### config.mk
export PLATFORM = sky130hd
export DESIGN_NAME = code_length_body_frame_parser
export DESIGN_NICKNAME = d
export VERILOG_FILES = /design/src/sv/clbfp_pkg.sv /design/src/sv/clbfp_parser.sv /design/src/sv/code_length_body_frame_parser.sv
export SDC_FILE = /design/constraint.sdc
export NUM_CORES = 1
export LEC_CHECK = 0
export BUFFER_PORTS_ARGS = -buffer_cell sky130_fd_sc_hd__buf_4
export CAP_MARGIN = 40
export CORE_MARGIN = 2
export CORE_UTILIZATION = 55
export DETAILED_ROUTE_END_ITERATION = 8
export MAX_ROUTING_LAYER = met4
export PLACE_DENSITY_LB_ADDON = 0.1
export SYNTH_ARGS = -nofsm -noshare
export SYNTH_HDL_FRONTEND = slang
export SYNTH_SLANG_ARGS = --single-unit
### constraint.sdc
create_clock -name clk_i -period 8.89 [get_ports clk_i]
set_clock_uncertainty 0.05 [all_clocks]
set_input_delay 0.4445 -clock clk_i [delete_from_list [all_inputs] [get_ports clk_i]]
set_output_delay 0.4445 -clock clk_i [all_outputs]
set_load 0.005 [all_outputs]
### src/sv/clbfp_pkg.sv
// shared types, codes and byte classes for the code/length/body frame parser
package clbfp_pkg;

  localparam int unsigned BYTE_W     = 8;
  localparam int unsigned BLEN_W     = 24;
  localparam int unsigned CFG_IDX_W  = 1;
  localparam int unsigned CFG_DATA_W = 24;
  localparam int unsigned EVENT_W    = 3;
  localparam int unsigned S_TDATA_W  = 8;
  localparam int unsigned M_TDATA_W  = 40;

  localparam logic [BYTE_W-1:0] CHAR_UNDERSCORE = 8'h5F;
  localparam logic [BYTE_W-1:0] CHAR_SPACE      = 8'h20;
  localparam logic [BYTE_W-1:0] CHAR_TAB        = 8'h09;
  localparam logic [BYTE_W-1:0] CHAR_CR         = 8'h0D;
  localparam logic [BYTE_W-1:0] CHAR_ZERO       = 8'h30;
  localparam logic [BYTE_W-1:0] CHAR_NINE       = 8'h39;
  localparam logic [BYTE_W-1:0] CHAR_UPPER_A    = 8'h41;
  localparam logic [BYTE_W-1:0] CHAR_UPPER_Z    = 8'h5A;
  localparam logic [BYTE_W-1:0] CHAR_LOWER_A    = 8'h61;
  localparam logic [BYTE_W-1:0] CHAR_LOWER_Z    = 8'h7A;

  // configuration register indexes
  localparam logic [CFG_IDX_W-1:0] CFG_START_WITH_LENGTH = 1'b0;
  localparam logic [CFG_IDX_W-1:0] CFG_MAX_BODY_LENGTH   = 1'b1;

  typedef enum logic [EVENT_W-1:0] {
    EV_SKIP  = 3'd0,
    EV_CODE  = 3'd1,
    EV_DIGIT = 3'd2,
    EV_BODY  = 3'd3,
    EV_ERROR = 3'd4
  } clbfp_event_e;

  typedef struct packed {
    clbfp_event_e       event_res;
    logic [BYTE_W-1:0]  byte_out;
    logic               code_end;
    logic               message_end;
    logic [BLEN_W-1:0]  body_length;
    logic               incomplete;
  } clbfp_result_t;

  function automatic logic is_ws(input logic [BYTE_W-1:0] c);
    return (c == CHAR_SPACE) || (c >= CHAR_TAB && c <= CHAR_CR);
  endfunction

  function automatic logic is_digit(input logic [BYTE_W-1:0] c);
    return (c >= CHAR_ZERO) && (c <= CHAR_NINE);
  endfunction

  function automatic logic is_letter(input logic [BYTE_W-1:0] c);
    return (c >= CHAR_UPPER_A && c <= CHAR_UPPER_Z) ||
           (c >= CHAR_LOWER_A && c <= CHAR_LOWER_Z);
  endfunction

endpackage

### src/sv/clbfp_parser.sv
// parse state machine: phase, length accumulator, body counter and config registers
module clbfp_parser import clbfp_pkg::*; #(
  parameter int unsigned LENGTH_BITS = 24
) (
  input  logic                  clk_i,
  input  logic                  rst_ni,
  input  logic                  step_i,
  input  logic [BYTE_W-1:0]     data_byte_i,
  input  logic                  chunk_end_i,
  input  logic                  cfg_we_i,
  input  logic [CFG_IDX_W-1:0]  cfg_index_i,
  input  logic [CFG_DATA_W-1:0] cfg_data_i,
  output clbfp_result_t         result_o
);

  localparam int unsigned CMP_W = (LENGTH_BITS > BLEN_W) ? LENGTH_BITS : BLEN_W;
  localparam int unsigned ACC_W = LENGTH_BITS + 4;

  typedef enum logic [2:0] {
    PH_BEFORE_CODE   = 3'd0,
    PH_CODE          = 3'd1,
    PH_BEFORE_LENGTH = 3'd2,
    PH_LENGTH        = 3'd3,
    PH_BEFORE_BODY   = 3'd4,
    PH_BODY          = 3'd5
  } phase_e;

  phase_e                  phase_q, phase_d;
  logic [LENGTH_BITS-1:0]  len_q, len_d;
  logic [LENGTH_BITS-1:0]  cnt_q, cnt_d;
  logic                    mode_q;
  logic [BLEN_W-1:0]       max_q;

  logic [LENGTH_BITS-1:0]  acc_base;
  logic [ACC_W-1:0]        acc_sum;
  logic [LENGTH_BITS-1:0]  len_sat;
  logic [LENGTH_BITS-1:0]  cnt_inc;
  logic [CMP_W-1:0]        len_ext;
  logic [CMP_W-1:0]        max_ext;
  logic                    c_ws, c_digit, c_letter;
  phase_e                  start_phase;

  clbfp_event_e            ev;
  logic [BYTE_W-1:0]       echo;
  logic                    cend, mend;
  logic [BLEN_W-1:0]       blen;

  assign c_ws     = is_ws(data_byte_i);
  assign c_digit  = is_digit(data_byte_i);
  assign c_letter = is_letter(data_byte_i);

  assign start_phase = mode_q ? PH_BEFORE_LENGTH : PH_BEFORE_CODE;

  // times ten plus digit, saturating at the top of the length range
  assign acc_base = (phase_q == PH_BEFORE_LENGTH) ? '0 : len_q;
  assign acc_sum  = {1'b0, acc_base, 3'b000} + {3'b000, acc_base, 1'b0}
                  + ACC_W'(data_byte_i[3:0]);
  assign len_sat  = (acc_sum[ACC_W-1:LENGTH_BITS] != '0) ? '1 : acc_sum[LENGTH_BITS-1:0];

  assign cnt_inc = cnt_q + 1'b1;
  assign len_ext = CMP_W'(len_q);
  assign max_ext = CMP_W'(max_q);

  always_comb begin
    ev      = EV_SKIP;
    echo    = '0;
    cend    = 1'b0;
    mend    = 1'b0;
    blen    = '0;
    phase_d = phase_q;
    len_d   = len_q;
    cnt_d   = cnt_q;

    unique case (phase_q)
      PH_BEFORE_CODE: begin
        if (c_ws) begin
          ev = EV_SKIP;
        end else if (c_letter) begin
          ev      = EV_CODE;
          echo    = data_byte_i;
          phase_d = PH_CODE;
        end else begin
          ev = EV_ERROR;
        end
      end
      PH_CODE: begin
        if (c_letter || c_digit || data_byte_i == CHAR_UNDERSCORE) begin
          ev   = EV_CODE;
          echo = data_byte_i;
        end else if (c_ws) begin
          cend    = 1'b1;
          phase_d = PH_BEFORE_LENGTH;
        end else begin
          ev = EV_ERROR;
        end
      end
      PH_BEFORE_LENGTH: begin
        if (c_ws) begin
          ev = EV_SKIP;
        end else if (c_digit) begin
          ev      = EV_DIGIT;
          len_d   = len_sat;
          phase_d = PH_LENGTH;
        end else begin
          ev = EV_ERROR;
        end
      end
      PH_LENGTH: begin
        if (c_digit) begin
          ev    = EV_DIGIT;
          len_d = len_sat;
        end else if (c_ws) begin
          blen = len_ext[BLEN_W-1:0];
          if (len_ext > max_ext) begin
            ev = EV_ERROR;
          end else if (len_q == '0) begin
            mend = 1'b1;
          end else begin
            cnt_d   = '0;
            phase_d = PH_BEFORE_BODY;
          end
        end else begin
          ev = EV_ERROR;
        end
      end
      PH_BEFORE_BODY, PH_BODY: begin
        if (phase_q == PH_BEFORE_BODY && c_ws) begin
          ev = EV_SKIP;
        end else begin
          ev      = EV_BODY;
          echo    = data_byte_i;
          phase_d = PH_BODY;
          cnt_d   = cnt_inc;
          if (cnt_inc >= len_q) begin
            mend = 1'b1;
            blen = len_ext[BLEN_W-1:0];
          end
        end
      end
      default: begin
        ev = EV_ERROR;
      end
    endcase

    // rearm after an error or a finished message
    if (ev == EV_ERROR) begin
      phase_d = PH_BEFORE_CODE;
      len_d   = '0;
      cnt_d   = '0;
    end else if (mend) begin
      phase_d = start_phase;
      len_d   = '0;
      cnt_d   = '0;
    end
  end

  always_comb begin
    result_o.event_res   = ev;
    result_o.byte_out    = echo;
    result_o.code_end    = cend;
    result_o.message_end = mend;
    result_o.body_length = blen;
    result_o.incomplete  = chunk_end_i && !mend && (ev != EV_ERROR);
  end

  always_ff @(posedge clk_i or negedge rst_ni) begin
    if (!rst_ni) begin
      phase_q <= PH_BEFORE_CODE;
      len_q   <= '0;
      cnt_q   <= '0;
      mode_q  <= 1'b0;
      max_q   <= '1;
    end else if (cfg_we_i) begin
      unique case (cfg_index_i)
        CFG_START_WITH_LENGTH: begin
          mode_q  <= cfg_data_i[0];
          phase_q <= cfg_data_i[0] ? PH_BEFORE_LENGTH : PH_BEFORE_CODE;
          len_q   <= '0;
          cnt_q   <= '0;
        end
        CFG_MAX_BODY_LENGTH: begin
          max_q <= cfg_data_i[BLEN_W-1:0];
        end
        default: begin
          max_q <= max_q;
        end
      endcase
    end else if (step_i) begin
      phase_q <= phase_d;
      len_q   <= len_d;
      cnt_q   <= cnt_d;
    end
  end

endmodule

### src/sv/code_length_body_frame_parser.sv
// top level of the code/length/body frame parser
// each result beat is registered in the output stage before it appears on the master side
// one byte per cycle unless the skid is full; phase and length updates are combinational
// a two-entry output stage (register plus skid) keeps s_axis_tready independent of m_axis_tready
// reset (rst_ni low, asynchronous): expect-code phase, counters cleared, reply mode off,
// max body length all ones, output stage empty
module code_length_body_frame_parser import clbfp_pkg::*; #(
  parameter int unsigned LENGTH_BITS = 24
) (
  input  logic                  clk_i,
  input  logic                  rst_ni,
  // slave side
  input  logic                  s_axis_tvalid,
  output logic                  s_axis_tready,
  input  logic [S_TDATA_W-1:0]  s_axis_tdata,   // [7:0] data_byte
  input  logic                  s_axis_tlast,   // chunk_end
  // master side
  output logic                  m_axis_tvalid,
  input  logic                  m_axis_tready,
  output logic [M_TDATA_W-1:0]  m_axis_tdata,   // [7:0] byte_out, [8] code_end,
                                                // [32:9] body_length, [33] incomplete
  output logic [EVENT_W-1:0]    m_axis_tuser,   // [2:0] event_res
  output logic                  m_axis_tlast,   // message_end
  // configuration write channel
  input  logic                  cfg_valid_i,
  output logic                  cfg_ready_o,
  input  logic [CFG_IDX_W-1:0]  cfg_index_i,
  input  logic [CFG_DATA_W-1:0] cfg_data_i
);

  logic          in_beat, out_beat;
  clbfp_result_t res;
  clbfp_result_t out_q, skid_q;
  logic          out_valid_q, skid_valid_q;

  assign s_axis_tready = !skid_valid_q;
  assign cfg_ready_o   = 1'b1;
  assign in_beat       = s_axis_tvalid && s_axis_tready;
  assign out_beat      = m_axis_tvalid && m_axis_tready;

  clbfp_parser #(
    .LENGTH_BITS (LENGTH_BITS)
  ) u_parser (
    .clk_i       (clk_i),
    .rst_ni      (rst_ni),
    .step_i      (in_beat),
    .data_byte_i (s_axis_tdata[BYTE_W-1:0]),
    .chunk_end_i (s_axis_tlast),
    .cfg_we_i    (cfg_valid_i),
    .cfg_index_i (cfg_index_i),
    .cfg_data_i  (cfg_data_i),
    .result_o    (res)
  );

  always_ff @(posedge clk_i or negedge rst_ni) begin
    if (!rst_ni) begin
      out_valid_q  <= 1'b0;
      skid_valid_q <= 1'b0;
    end else begin
      if (out_beat) begin
        out_valid_q  <= skid_valid_q || in_beat;
        skid_valid_q <= 1'b0;
      end else if (in_beat) begin
        if (out_valid_q) begin
          skid_valid_q <= 1'b1;
        end else begin
          out_valid_q <= 1'b1;
        end
      end
    end
  end

  always_ff @(posedge clk_i) begin
    if (out_beat) begin
      out_q <= skid_valid_q ? skid_q : res;
    end else if (in_beat) begin
      if (out_valid_q) begin
        skid_q <= res;
      end else begin
        out_q <= res;
      end
    end
  end

  assign m_axis_tvalid = out_valid_q;
  assign m_axis_tuser  = out_q.event_res;
  assign m_axis_tlast  = out_q.message_end;
  assign m_axis_tdata  = {6'b000000, out_q.incomplete, out_q.body_length,
                          out_q.code_end, out_q.byte_out};

endmodule

==> results.cfg <==
[route]
drc = 0
via_count = 7620
drt-total-wl_um = 23600
dr.pass1.iters = 5
ant_nets = 0
first_iter_violations = 462
vias_per_cell = 5.80
wl_per_cell_um = 18.0

[timing]
rsz0062_at_grt = no
finalSetupViolCount = 0
hold_viol = 0
maxSlewViolCount = 0
tns_ns = 0
final.min_clock_period_ns = 5.05
max_freq_mhz = 198
fin_crit_sh_pct = 56.8
hold_ws_ns = 0.189
worst_pin_slew_ns = 0.918
slew_headroom_pct = 38.8

[worst_setup_path]
cp.required_ns = 9.16
cp.buffers_inverters = 1
endpoint_kind = flop
path_cells = and4_1, nand2_1, nor3_1, and3_1, and3_1, and3_1, xor2_1, ha_1, a21o_1, a21o_1, a221oi_1, nor2_1, a211oi_2, nand4_1, inv_2, nand2_2, o41ai_1
worstSetupStartpointType = flop
crit_end = u_parser.cnt_q[8]$_DFFE_PN0P_
crit_type = flop to flop
crit_top_cell = and3_1
critical-path-slowest-cell = nand4_1
rr_startpoint = u_parser.cnt_q[2]$_DFFE_PN0P_
worstPathArrival_ns = 5.32
worst_path_largest_cell_delay_ns = 0.49
cp-startpoint = u_parser.cnt_q[2]$_DFFE_PN0P_
r2r_cells = 17
worstSetupPathDepth = 17
r2r_setup_slack_ns = 3.84
critPathMaxFanout = 19
cp_top_family = simple AND/OR/NAND/NOR gates
rr_endpoint = u_parser.cnt_q[8]$_DFFE_PN0P_

[status]
status = finished clean

[place]
dp_hpwl_um = 17400
numPortBuffers = 78
place_congestion = 0.950

[synth]
synthFlopType = edfxtp_1
syn_avg_cell_area_um2 = 10.0
synth_edf_count = 76
netlist_area_um2 = 9980
syn_inst = 995
synth_seq_area_share_pct = 42.7
ys_ff_latch = 154
synth_warnings = 0
async_flop_share_pct = 50.6
synthDistinctLibCells = 73

[min_path]
hold_class = primary input to flop

[global_routing]
grt_pass1_wl_um = 38900
grt_use_total_pct = 25.9
grt_pass1_vias = 7563
grt-ovfl-total = 0
grt_start_max_net_pins = 55
antenna_found_initial = 0

[pwr]
p_per_area_nw_per_um2 = 189
ir_worst_vdd_uv = 181
p_leak_uw = 0.00525

[die]
dieArea_um2 = 19200
start_util_pct = 55.8
die_h_um = 139
rows = 49
coreArea_um2 = 17900
pin_count = 86
die_w_um = 139

[cts]
clk_pin_slew_ns = 0.07
clk_path_buf_depth = 2
h-tree-depth = 4
cts_buffers = 17
cts_root_buf = clkbuf_16
clock_sinks = 154
cts_tree = done
clock_latency_ns = 0.43
postCtsResizedCells = 0

[flow_run]
max_cap_viol_count = 0

[layout]
diodes = 0
areaGrowthSynthToFinish_pct = 14.7
nNetsFinal = 1208
seqCellArea_um2 = 4260
drive_gt1_share_pct = 20.8
n_fill_cell = 1478
multi_input_area_um2 = 5310
[Yosys cell counts, types with 3 or more instances]
library cell / count / share of area, %
ha_1: 96 / 12
nor2_1: 91 / 3.4
edfxtp_1: 76 / 23
nand2_1: 68 / 2.6
inv_1: 64 / 2.4
mux2_2: 61 / 6.9
a21oi_1: 58 / 2.9
o21ai_0: 56 / 2.8
dfrtp_1: 54 / 14
and2_1: 34 / 2.1
dfstp_2: 24 / 6.3
o21ai_1: 24 / 1.2
xnor2_1: 22 / 1.9
and3_1: 19 / 1.2
clkbuf_1: 19 / 0.71
nand3_1: 18 / 0.90
xor2_1: 18 / 1.6
nand4_1: 17 / 1.1
a21o_1: 15 / 1.1
nand2b_1: 13 / 0.81
nor3_1: 9 / 0.45
o31ai_1: 9 / 0.68
nor2b_1: 8 / 0.50
nor4_1: 8 / 0.50
a211oi_1: 7 / 0.53
a31oi_1: 7 / 0.44
buf_2: 7 / 0.35
buf_4: 7 / 0.53
o41ai_1: 6 / 0.53
and4_1: 5 / 0.44
o211ai_1: 5 / 0.38
o21a_1: 5 / 0.38
a21boi_0: 4 / 0.30
buf_6: 4 / 0.45
or3_1: 4 / 0.25
a221o_1: 3 / 0.30
a221oi_1: 3 / 0.26
nand3b_1: 3 / 0.23
or2_2: 3 / 0.19
[stage by stage]
stage | setup WS (ns) | util, % | cell area [um^2] | cells | total power (uW)
floorplan | 4.59 | - | 10000 | 1000 | 1230
global placement | 3.59 | 59.9 | 10700 | 1272 | 1410
detailed placement | 3.81 | 60.6 | 10800 | 1279 | 1440
CTS | 3.77 | 63.9 | 11400 | 1312 | 2180
global route | 3.37 | 64.0 | 11500 | 1313 | 2270
finish | 3.84 | 64.0 | 11500 | 1313 | 2170
[what timing repair did]
item	CTS	global route
hold buffers	1	0
hold endpoints to repair	24	0
setup buffers	0	0
[flip-flops by register name, indices dropped and copies added, names as in the netlist, 3 cells and up]
register / flops
u_parser.max_ext: 24
skid_q: 38
u_parser.cnt_q: 24
u_parser.len_ext: 24
m_axis_tdata: 34
m_axis_tuser: 3
u_parser.phase_q: 3
[cell usage in the layout (no fill, tap or decap), types with 54 or more instances in the layout]
| cell | netlist | layout |
|---|---|---|
| ha_1 | 96 | 96 |
| nor2_1 | 91 | 91 |
| buf_4 | 7 | 82 |
| edfxtp_1 | 76 | 76 |
| nand2_1 | 68 | 68 |
| inv_1 | 64 | 64 |
| mux2_2 | 61 | 61 |
| a21oi_1 | 58 | 58 |
| o21ai_0 | 56 | 55 |
| dfrtp_1 | 54 | 54 |
[area by class of cell]
cell class                 count  area share, %
tap                          229           2.50
clock buffer                  18           3.75
inverter                      65           2.13
timing repair buffer          91           6.73
clock inverter                14           1.38
sequential                   154           37.2
multi-input combinational    742           46.3
[worst register-to-register path, cell delays in order, from the launching register on]
cell,delay [ns]
dfrtp_1,0.44
and4_1,0.30
nand2_1,0.12
nor3_1,0.46
and3_1,0.25
and3_1,0.24
and3_1,0.30
xor2_1,0.17
ha_1,0.26
a21o_1,0.18
a21o_1,0.18
a221oi_1,0.28
nor2_1,0.12
a211oi_2,0.24
nand4_1,0.49
inv_2,0.26
nand2_2,0.27
o41ai_1,0.34
[per-layer routing]
metal	GRT usage, %	part of all wire [%]
met1	33.0	45
met4	9.25	2.8
met2	41.9	48
met3	4.63	4.7
met5	-	0
[kinds of logic (layout without fill, tap and decap cells)]
kind of cell	Yosys count	in the layout	share of synthesized area (%)
adder cells (fa/ha/maj)	98	98	12.4
buffers and inverters	104	188	4.56
flip-flops	154	154	42.7
XOR/XNOR	40	40	3.51
other	2	7	0.0752
multiplexers	62	62	6.99
AO/OA/AOI/OAI	223	223	14.0
AND/OR/NAND/NOR	312	312	15.7
[power by group]
group          internal (uW)  total, uW  switching, uW  leakage [uW]
registers                901        962           60.9       0.00174
clock network            420        733            313      0.000276
logic                    225        471            246       0.00324
total                   1550       2170            620       0.00525
[worst min-delay path by stage]
| stage | slack (ns) | from | cells after the start | end |
|---|---|---|---|---|
| after detailed placement | 0.35 | rst_ni | 1 | u_parser.len_ext[21]$_DFFE_PN0P_ |
| after CTS | 0.17 | cfg_data_i[20] | 2 | u_parser.max_ext[20]$_DFFE_PN1P_ |
| after global placement | 0.44 | u_parser.cnt_q[23]$_DFFE_PN0P_ | 1 | u_parser.cnt_q[23]$_DFFE_PN0P_ |
| after global routing | 0.18 | cfg_data_i[20] | 2 | u_parser.max_ext[20]$_DFFE_PN1P_ |
| final | 0.19 | cfg_data_i[20] | 2 | u_parser.max_ext[20]$_DFFE_PN1P_ |
| after floorplan | 0.1 | rst_ni | 0 | m_axis_tvalid$_DFFE_PN0P_ |
No activity file was read; power rests on OpenSTA's default activity.
